===== src/hdl/hnm_ram.sv =====
// Generic single-clock RAM: one write port, one read port, registered read.
// No dependencies.
module hnm_ram #(
    parameter int WIDTH = 8,
    parameter int DEPTH = 128
) (
    input  logic                     clk,
    input  logic                     wr_en,
    input  logic [$clog2(DEPTH)-1:0] wr_addr,
    input  logic [WIDTH-1:0]         wr_data,
    input  logic                     rd_en,
    input  logic [$clog2(DEPTH)-1:0] rd_addr,
    output logic [WIDTH-1:0]         rd_data
);

    logic [WIDTH-1:0] mem_reg [DEPTH];
    logic [WIDTH-1:0] rd_data_reg;

    always_ff @(posedge clk)
    begin
        if (wr_en)
        begin
            mem_reg[wr_addr] <= wr_data;
        end
        if (rd_en)
        begin
            rd_data_reg <= mem_reg[rd_addr];
        end
    end

    assign rd_data = rd_data_reg;

endmodule


===== config.mk =====
export PLATFORM = sky130hd
export DESIGN_NAME = hnm_ram
export DESIGN_NICKNAME = d
export VERILOG_FILES = /design/src/hdl/hnm_ram.sv
export SDC_FILE = /design/constraint.sdc
export NUM_CORES = 1
export LEC_CHECK = 0
export ABC_AREA = 1
export BUFFER_PORTS_ARGS = -buffer_cell sky130_fd_sc_hd__buf_2
export CAP_MARGIN = 20
export CORE_MARGIN = 2
export CORE_UTILIZATION = 50
export CTS_CLUSTER_DIAMETER = 60
export DETAILED_ROUTE_END_ITERATION = 6
export HOLD_SLACK_MARGIN = 0.03
export PLACE_DENSITY = 0.67
export SETUP_SLACK_MARGIN = 0.15
export SYNTH_ARGS = -nofsm -noshare
export SYNTH_HDL_FRONTEND = slang
export SYNTH_SLANG_ARGS = --single-unit

===== constraint.sdc =====
create_clock -name clk -period 2 [get_ports clk]
set_input_delay 0.3 -clock clk [delete_from_list [all_inputs] [get_ports clk]]
set_output_delay 0.3 -clock clk [all_outputs]
set_load 0.01 [all_outputs]

==> implementation parameters, run 1 <==
Parameter                              Value

Yosys
  Fraction of registers with async set/reset    0
  Most frequently used cell type in the post-synthesis netlist    sky130_fd_sc_hd__nand2_1
  Post-synthesis sequential element count    1032
  Mean instance size in the synthesized netlist    11.8 µm²
  Mapped cell area    0.0422 mm²
  Library cell occupying the most area in the post-synthesis netlist    sky130_fd_sc_hd__edfxtp_1
  Cells taking the most area after synthesis    sky130_fd_sc_hd__edfxtp_1, sky130_fd_sc_hd__nand3_1, sky130_fd_sc_hd__nand2_1, sky130_fd_sc_hd__buf_2, sky130_fd_sc_hd__nor2_1
  Post-synth cell types    13
  Cells after Synth    3575
  Ranking of synthesized cells by instance count    sky130_fd_sc_hd__nand2_1, sky130_fd_sc_hd__edfxtp_1, sky130_fd_sc_hd__nand3_1
  Main flop type after synthesis    sky130_fd_sc_hd__edfxtp_1
  Synth top area share    0.735
  Total number of yosys warnings    0
  Synthesized netlist net count    3600
  Sequential element share of the synthesized area    0.735
  Number of enable-type register cells in the synthesized netlist    1032

Floorplanning
  X dimension of the die    294 µm
  Overall die area    0.0867 mm²
  Core box area    0.0836 mm²
  Total number of placement rows    106
  I/O pin cnt    33
  Y dimension of the die    294 µm
  Effective utilization at floorplan    0.505

Power and ir drop
  Part of the total power dissipated in the clock network    0.402
  Sw Share    0.222
  Total design power    45.3 mW
  Part of the power in registers    0.528
  Power density relative to cell area    923 mW/mm²
  Total leakage power    18.0 nW
  Gate power share    0.070
  Peak supply drop    618 µV
  Internal cell power    35.2 mW
  Switching power total    10.1 mW

Min path
  Hold/Removal Path Class    input pin to flop
  Hold path startpoint    rd_addr[6]
  Hold path cells    3
  Worst-case hold path end point    rd_data[2]$_DFFE_PP_

STA
  Worst hold margin    0.107 ns
  Final setup vio count    0
  Worst slew margin relative to its limit    0.639
  Worst Skew    0.0244 ns
  Max frequency    0.580 GHz
  Slew at the pin closest to its max-slew limit    0.541 ns
  Number of pins exceeding their max-slew limit in the final report    0
  Tmin final    1.72 ns
  Hold Vio Cnt, Final    0
  Setup repair after global routing missed its margin    no
  Part of the cycle the worst path needs    0.862

GRT
  Total global routing track utilization    0.255
  Number of antenna violations at the first check in global routing    0
  Vias in the first global route    27200
  Grt ovf    0
  Largest net degree at the start of global routing    97
  Wire length of the first global-routing pass    166000 µm

Worst setup path
  Critical Path Stages    10
  R2R cell count    10
  CP Cell Sequence    nand2_1, nand3_1, nand3_1, nand3_1, nand2_1, nand2_1, nand3_1, nand2_1, nand2_1, nand2_1
  Critical Path Start Type    flop
  FF-to-FF Start    mem_reg[67][4]$_DFFE_PP_
  Slowest stage delay, CP    0.36 ns
  Data required, critical path    2.41 ns
  CP max stage cell    sky130_fd_sc_hd__edfxtp_1
  Capturing element type of the critical path    flop
  Maximum net fanout on the critical path    1
  Cell type group with the largest total delay on the critical path    simple AND/OR/NAND/NOR gates
  Worst path arrival time    2.14 ns
  WS Path Type    flop to flop
  Capturing point of the worst reg2reg path    rd_data[4]$_DFFE_PP_
  Cell repeated most along the worst path    sky130_fd_sc_hd__nand2_1
  CP Buf/Inv Count    0
  Register-to-register setup slack    0.28 ns

Route
  Detailed Route WL    109000 µm
  Top metal layer carrying routed signals    met4
  Drc violations    0
  Via density per instance    5.70
  WL per Instance    21.8 µm
  Remaining antenna violation count    0
  Vias    28400
  Routed wl met2    51400 µm
  Number of detailed-routing iterations run before antenna repair    6
  Routed length on met3    9510 µm
  Starting DRT DRC Count    3331
  Routed length on met1    44600 µm

Placed design
  # port buffers    32
  Placer's final routability congestion estimate    0.913
  Detailed Place HPWL    67600 µm
  Number of cells after detailed placement    4798

Cells and area
  Share of final-layout standard cells stronger than drive strength 1    0.131
  Finished Core Util    0.587
  Number of antenna repair diodes    0
  Max FFs per register    1024
  Total area of multi-input combinational cells    0.00976 mm²
  Flip-flop and latch area    0.0310 mm²
  Net count reported at finish    3847
  Final standard cell count with taps included and fillers excluded    4984
  Filler cells    6562
  Growth of design area from synthesis to finish    16.4%

CTS
  Setup bufs post-CTS    0
  Maximum level of the CTS H-tree    3
  CTS Sinks    1032
  CTS Buf Count    100
  Insertion delay of the later-clocked pin in the worst-skew pair    0.66 ns
  Max clock buf depth    3
  Clock tree from TritonCTS    yes
  Master cell of the clock root buffer    sky130_fd_sc_hd__clkbuf_16
  Clock transition at the registers of the reported paths    0.06 ns

Run
  Max capacitance violation total    0

Outcome
  Result of the run    complete, no violations
==> repair_timing <==
action,in CTS,in global routing
resized for setup,0,0
hold buffers,2,0
setup endpoints to repair,0,0
hold endpoints to repair,9,0
==> routing by layer <==
layer / global-route usage / up-vias
met2: 0.407 / 1377
met1: 0.361 / 13700
met3: 0.0370 / 209
li1: - / 13100
met5: 0 / -
met4: 0.0857 / 0
==> power by group through the flow <==
stage,clock (mW),combinational (mW),sequential [mW]
4_1_cts,18.4,3.16,23.9
2_1_floorplan,0,1.57,24.4
6_report,18.2,3.18,23.9
3_5_place_dp,0,3.14,24.4
5_1_grt,19.3,3.44,23.9
3_3_place_gp,0,3.11,24.4
==> tightest hold or removal path, stage by stage <==
cell,delay [ns]
sky130_fd_sc_hd__buf_2,0.23
sky130_fd_sc_hd__nand2_1,0.08
sky130_fd_sc_hd__nand2_1,0.05
==> cells in the final DEF, fill, tap and decap left out, drive strengths merged <==
master,netlist,final
clkinvlp,0,3
clkinv,0,47
nand2,1215,1215
nor2,134,134
inv,24,28
bufinv,0,8
nor3,8,8
edfxtp,1032,1032
nand3,931,931
dlygate4sd3,0,2
buf,197,373
clkbuf,34,123
==> how the worst max path moves through the flow <==
stage | from | to | slack (ns)
floorplan | wr_en | mem_reg[105][0]$_DFFE_PP_ | 0.34
global placement | rd_addr[0] | rd_data[4]$_DFFE_PP_ | -0.26
detailed placement | rd_addr[0] | rd_data[4]$_DFFE_PP_ | -0.25
CTS | mem_reg[67][4]$_DFFE_PP_ | rd_data[4]$_DFFE_PP_ | 0.29
global route | mem_reg[67][4]$_DFFE_PP_ | rd_data[4]$_DFFE_PP_ | 0.19
finish | mem_reg[67][4]$_DFFE_PP_ | rd_data[4]$_DFFE_PP_ | 0.28
==> cells by family (layout without fill, tap and decap cells) <==
kind of cell,count (synthesis),in the layout,synth area share
simple gates,2288,2288,0.231
buf+inv,255,584,0.0339
flops,1032,1032,0.735
==> layout make-up <==
| class | instances | area share |
|---|---|---|
| clock buffer | 122 | 0.0535 |
| clock inverter | 62 | 0.0106 |
| inverter | 24 | 0.00237 |
| multi-input combinational | 2288 | 0.199 |
| sequential | 1032 | 0.631 |
| tap | 1080 | 0.0275 |
| timing repair buffer | 376 | 0.0757 |
==> metrics by stage <==
stage | instance area, µm² | TNS (ns) | setup slack [ns]
5_1_grt | 49100 | 0 | 0.190
4_1_cts | 49100 | 0 | 0.287
6_report | 49100 | 0 | 0.276
3_5_place_dp | 45900 | -1.15 | -0.254
3_3_place_gp | 45900 | -1.05 | -0.256
2_1_floorplan | 42200 | 0 | 0.344
Note: power is estimated with default switching activity, not from simulation.
==> run 2, diff against run 1 <==
--- a/config.mk
+++ b/config.mk
@@ -13,8 +13,9 @@
 export CTS_CLUSTER_DIAMETER = 60
 export DETAILED_ROUTE_END_ITERATION = 6
 export HOLD_SLACK_MARGIN = 0.03
-export PLACE_DENSITY = 0.67
+export PLACE_DENSITY = 0.65
 export SETUP_SLACK_MARGIN = 0.15
 export SYNTH_ARGS = -nofsm -noshare
 export SYNTH_HDL_FRONTEND = slang
 export SYNTH_SLANG_ARGS = --single-unit
+export TNS_END_PERCENT = 100
==> run 2 against run 1 <==
Against the previous run:
- combinational power barely moved
- non-clock buffer count fell by 11
- cell area rose by 0.22%
- clock skew rose by 0.0097 ns
- via count fell by 0.52%
- flip-flop and latch count did not move
- die area did not move
- cell count fell by 0.14%
- global-route usage rose by 0.10 points
- wire length rose by 1.2%
- count of clock-buffer cells in the layout fell by 1
==> implementation parameters, run 2 (synthesis gave the netlist of run 1 again) <==
Parameter                              Value

Power and ir drop
  Sw Share    0.226 (+0.00372)
  Total design power    45.6 mW (+0.73%)
  Total leakage power    18.0 nW (+0.18%)
  Peak supply drop    769 µV (+24%)
  Gate power share    0.070 (about the same)
  Internal cell power    35.3 mW (+0.25%)
  Part of the power in registers    0.524 (-0.004)
  Part of the total power dissipated in the clock network    0.406 (+0.004)
  Power density relative to cell area    928 mW/mm² (+0.51%)
  Switching power total    10.3 mW (+2.4%)

Floorplanning
  Effective utilization at floorplan    0.505 (unchanged)
  Overall die area    0.0867 mm² (unchanged)
  X dimension of the die    294 µm (unchanged)
  Total number of placement rows    106 (unchanged)
  Core box area    0.0836 mm² (unchanged)
  I/O pin cnt    33 (unchanged)
  Y dimension of the die    294 µm (unchanged)

Route
  Starting DRT DRC Count    3442 (+3.3%)
  Remaining antenna violation count    0 (unchanged)
  Drc violations    0 (unchanged)
  Detailed Route WL    110000 µm (+1.2%)
  Vias    28200 (-0.52%)
  Via density per instance    5.67 (-0.38%)
  Number of detailed-routing iterations run before antenna repair    5 (-1)
  WL per Instance    22.1 µm (+1.3%)

Cells and area
  Commonest cells after routing, fill and taps aside    sky130_fd_sc_hd__nand2_1, sky130_fd_sc_hd__edfxtp_1, sky130_fd_sc_hd__nand3_1
  Max FFs per register    1024 (unchanged)
  Final standard cell count with taps included and fillers excluded    4977 (-0.14%)
  Most common library cell in the layout ignoring fill and taps    sky130_fd_sc_hd__nand2_1
  Filler cells    6609 (+0.72%)
  Growth of design area from synthesis to finish    16.6%
  Flip-flop and latch area    0.0310 mm² (unchanged)
  Number of antenna repair diodes    0 (unchanged)
  Share of final-layout standard cells stronger than drive strength 1    0.132 (+0.00101)
  Net count reported at finish    3839 (-0.21%)
  Total area of multi-input combinational cells    0.00977 mm² (about the same)

STA
  Max frequency    0.581 GHz (+0.23%)
  Setup repair after global routing missed its margin    no
  Slew at the pin closest to its max-slew limit    0.576 ns (+0.0346 ns)
  Tmin final    1.72 ns (-0.00391 ns)
  Hold Vio Cnt, Final    0 (unchanged)
  Worst slew margin relative to its limit    0.616 (-0.0235)
  Number of pins exceeding their max-slew limit in the final report    0 (unchanged)
  Worst Skew    0.0340 ns (+0.00968 ns)
  Part of the cycle the worst path needs    0.860 (-0.00195)
  Final setup vio count    0 (unchanged)

GRT
  Total global routing track utilization    0.256 (+0.00105)
  Vias in the first global route    26900 (-1.4%)
  Grt ovf    0 (unchanged)
  Number of antenna violations at the first check in global routing    6 (+6)
  Largest net degree at the start of global routing    85 (-12%)
  Wire length of the first global-routing pass    166000 µm (-0.32%)

CTS
  Maximum level of the CTS H-tree    3 (unchanged)
  Insertion delay of the later-clocked pin in the worst-skew pair    0.67 ns (about the same)
  Clock tree from TritonCTS    yes
  CTS Buf Count    103 (+3.0%)
  Master cell of the clock root buffer    sky130_fd_sc_hd__clkbuf_16
  CTS Sinks    1032 (unchanged)
  Max clock buf depth    3 (unchanged)
  Clock transition at the registers of the reported paths    0.06 ns (about the same)

Worst setup path
  Critical Path Start Type    flop
  Data required, critical path    2.43 ns (+0.02 ns)
  WS Path Type    flop to flop
  Capturing element type of the critical path    flop
  Critical Path Start    mem_reg[71][3]$_DFFE_PP_
  Worst path arrival time    2.15 ns (about the same)
  FF-to-FF Start    mem_reg[71][3]$_DFFE_PP_
  Maximum net fanout on the critical path    1 (unchanged)

Placed design
  Detailed Place HPWL    68000 µm (+0.64%)
  # port buffers    32 (unchanged)
  Placer's final routability congestion estimate    0.875 (-4.1%)
  Number of cells after detailed placement    4787 (-0.23%)

Min path
  Hold/Removal Path Class    input pin to flop
  Hold path startpoint    wr_data[5]

Run
  Max capacitance violation total    0 (unchanged)

Outcome
  Result of the run    complete, no violations
-- run 2: changes by cell type in the layout (fill, tap and decap cells not counted), moves of 2 or more --
cell,previous run,this run
sky130_fd_sc_hd__clkbuf_16,102,104
sky130_fd_sc_hd__buf_12,74,83
sky130_fd_sc_hd__clkbuf_1,20,17
sky130_fd_sc_hd__buf_4,277,257
sky130_fd_sc_hd__clkinvlp_4,3,6
sky130_fd_sc_hd__clkinv_2,16,23
sky130_fd_sc_hd__clkinv_1,29,23
-- run 2: power by group through the flow --
stage               Combinational [mW]  Sequential (mW)  Clock [mW]
floorplan                         1.57             24.4           0
global placement                  3.12             24.4           0
detailed placement                3.15             24.4           0
CTS                               3.17             23.9        18.7
global route                      3.45             23.9        19.6
finish                            3.20             23.9        18.5
-- run 2: area by class of cell --
class | count | share of cell area
sequential | 1032 | 0.630
multi-input combinational | 2288 | 0.199
timing repair buffer | 365 | 0.0761
clock buffer | 121 | 0.0542
tap | 1080 | 0.0275
clock inverter | 67 | 0.0113
inverter | 24 | 0.00237
-- run 2: final timing paths --
| path | cells past startpoint | slack, ns | end |
|---|---|---|---|
| max | 10 | 0.28 | rd_data[3]$_DFFE_PP_ |
| min | 1 | 0.1 | mem_reg[22][5]$_DFFE_PP_ |
| max reg2reg | 10 | 0.28 | rd_data[3]$_DFFE_PP_ |
| min reg2reg | 10 | 1.01 | rd_data[7]$_DFFE_PP_ |
-- run 2: repair_timing --
action / 4_1_cts / 5_1_grt
resized for setup: 0 / 1
setup buffers: 0 / 0
endpoints found under the setup margin: 0 / 1
endpoints found under the hold margin: 10 / 0
hold buffers: 2 / 0
-- run 2: worst max-delay path, cell delays in order (launching register included) --
cell	delay, ns
sky130_fd_sc_hd__edfxtp_1	0.37
sky130_fd_sc_hd__nand2_1	0.08
sky130_fd_sc_hd__nand3_1	0.08
sky130_fd_sc_hd__nand3_1	0.18
sky130_fd_sc_hd__nand3_1	0.10
sky130_fd_sc_hd__nand2_1	0.18
sky130_fd_sc_hd__nand2_1	0.09
sky130_fd_sc_hd__nand3_1	0.14
sky130_fd_sc_hd__nand2_1	0.12
sky130_fd_sc_hd__nand2_1	0.08
sky130_fd_sc_hd__nand2_1	0.05
-- run 2: through the flow --
| step | hold slack [ns] | setup TNS (ns) | setup slack (ns) | utilization | instance area [µm²] |
|---|---|---|---|---|---|
| after floorplan | 0.399 | 0 | 0.344 | - | 42200 |
| after global placement | 0.710 | -1.55 | -0.312 | 0.550 | 45900 |
| after detailed placement | 0.714 | -1.61 | -0.312 | 0.550 | 45900 |
| after CTS | 0.0664 | 0 | 0.280 | 0.589 | 49200 |
| after global routing | 0.0890 | 0 | 0.161 | 0.589 | 49200 |
| final | 0.0950 | 0 | 0.280 | 0.589 | 49200 |
-- run 2: per-layer routing --
| metal | up-vias | GRT usage | part of all wire |
|---|---|---|---|
| met4 | 8 | 0.0841 | 0.030 |
| met1 | 13600 | 0.361 | 0.41 |
| met3 | 208 | 0.0566 | 0.098 |
| li1 | 13100 | - | - |
| met5 | - | 0 | 0.00043 |
| met2 | 1307 | 0.396 | 0.46 |
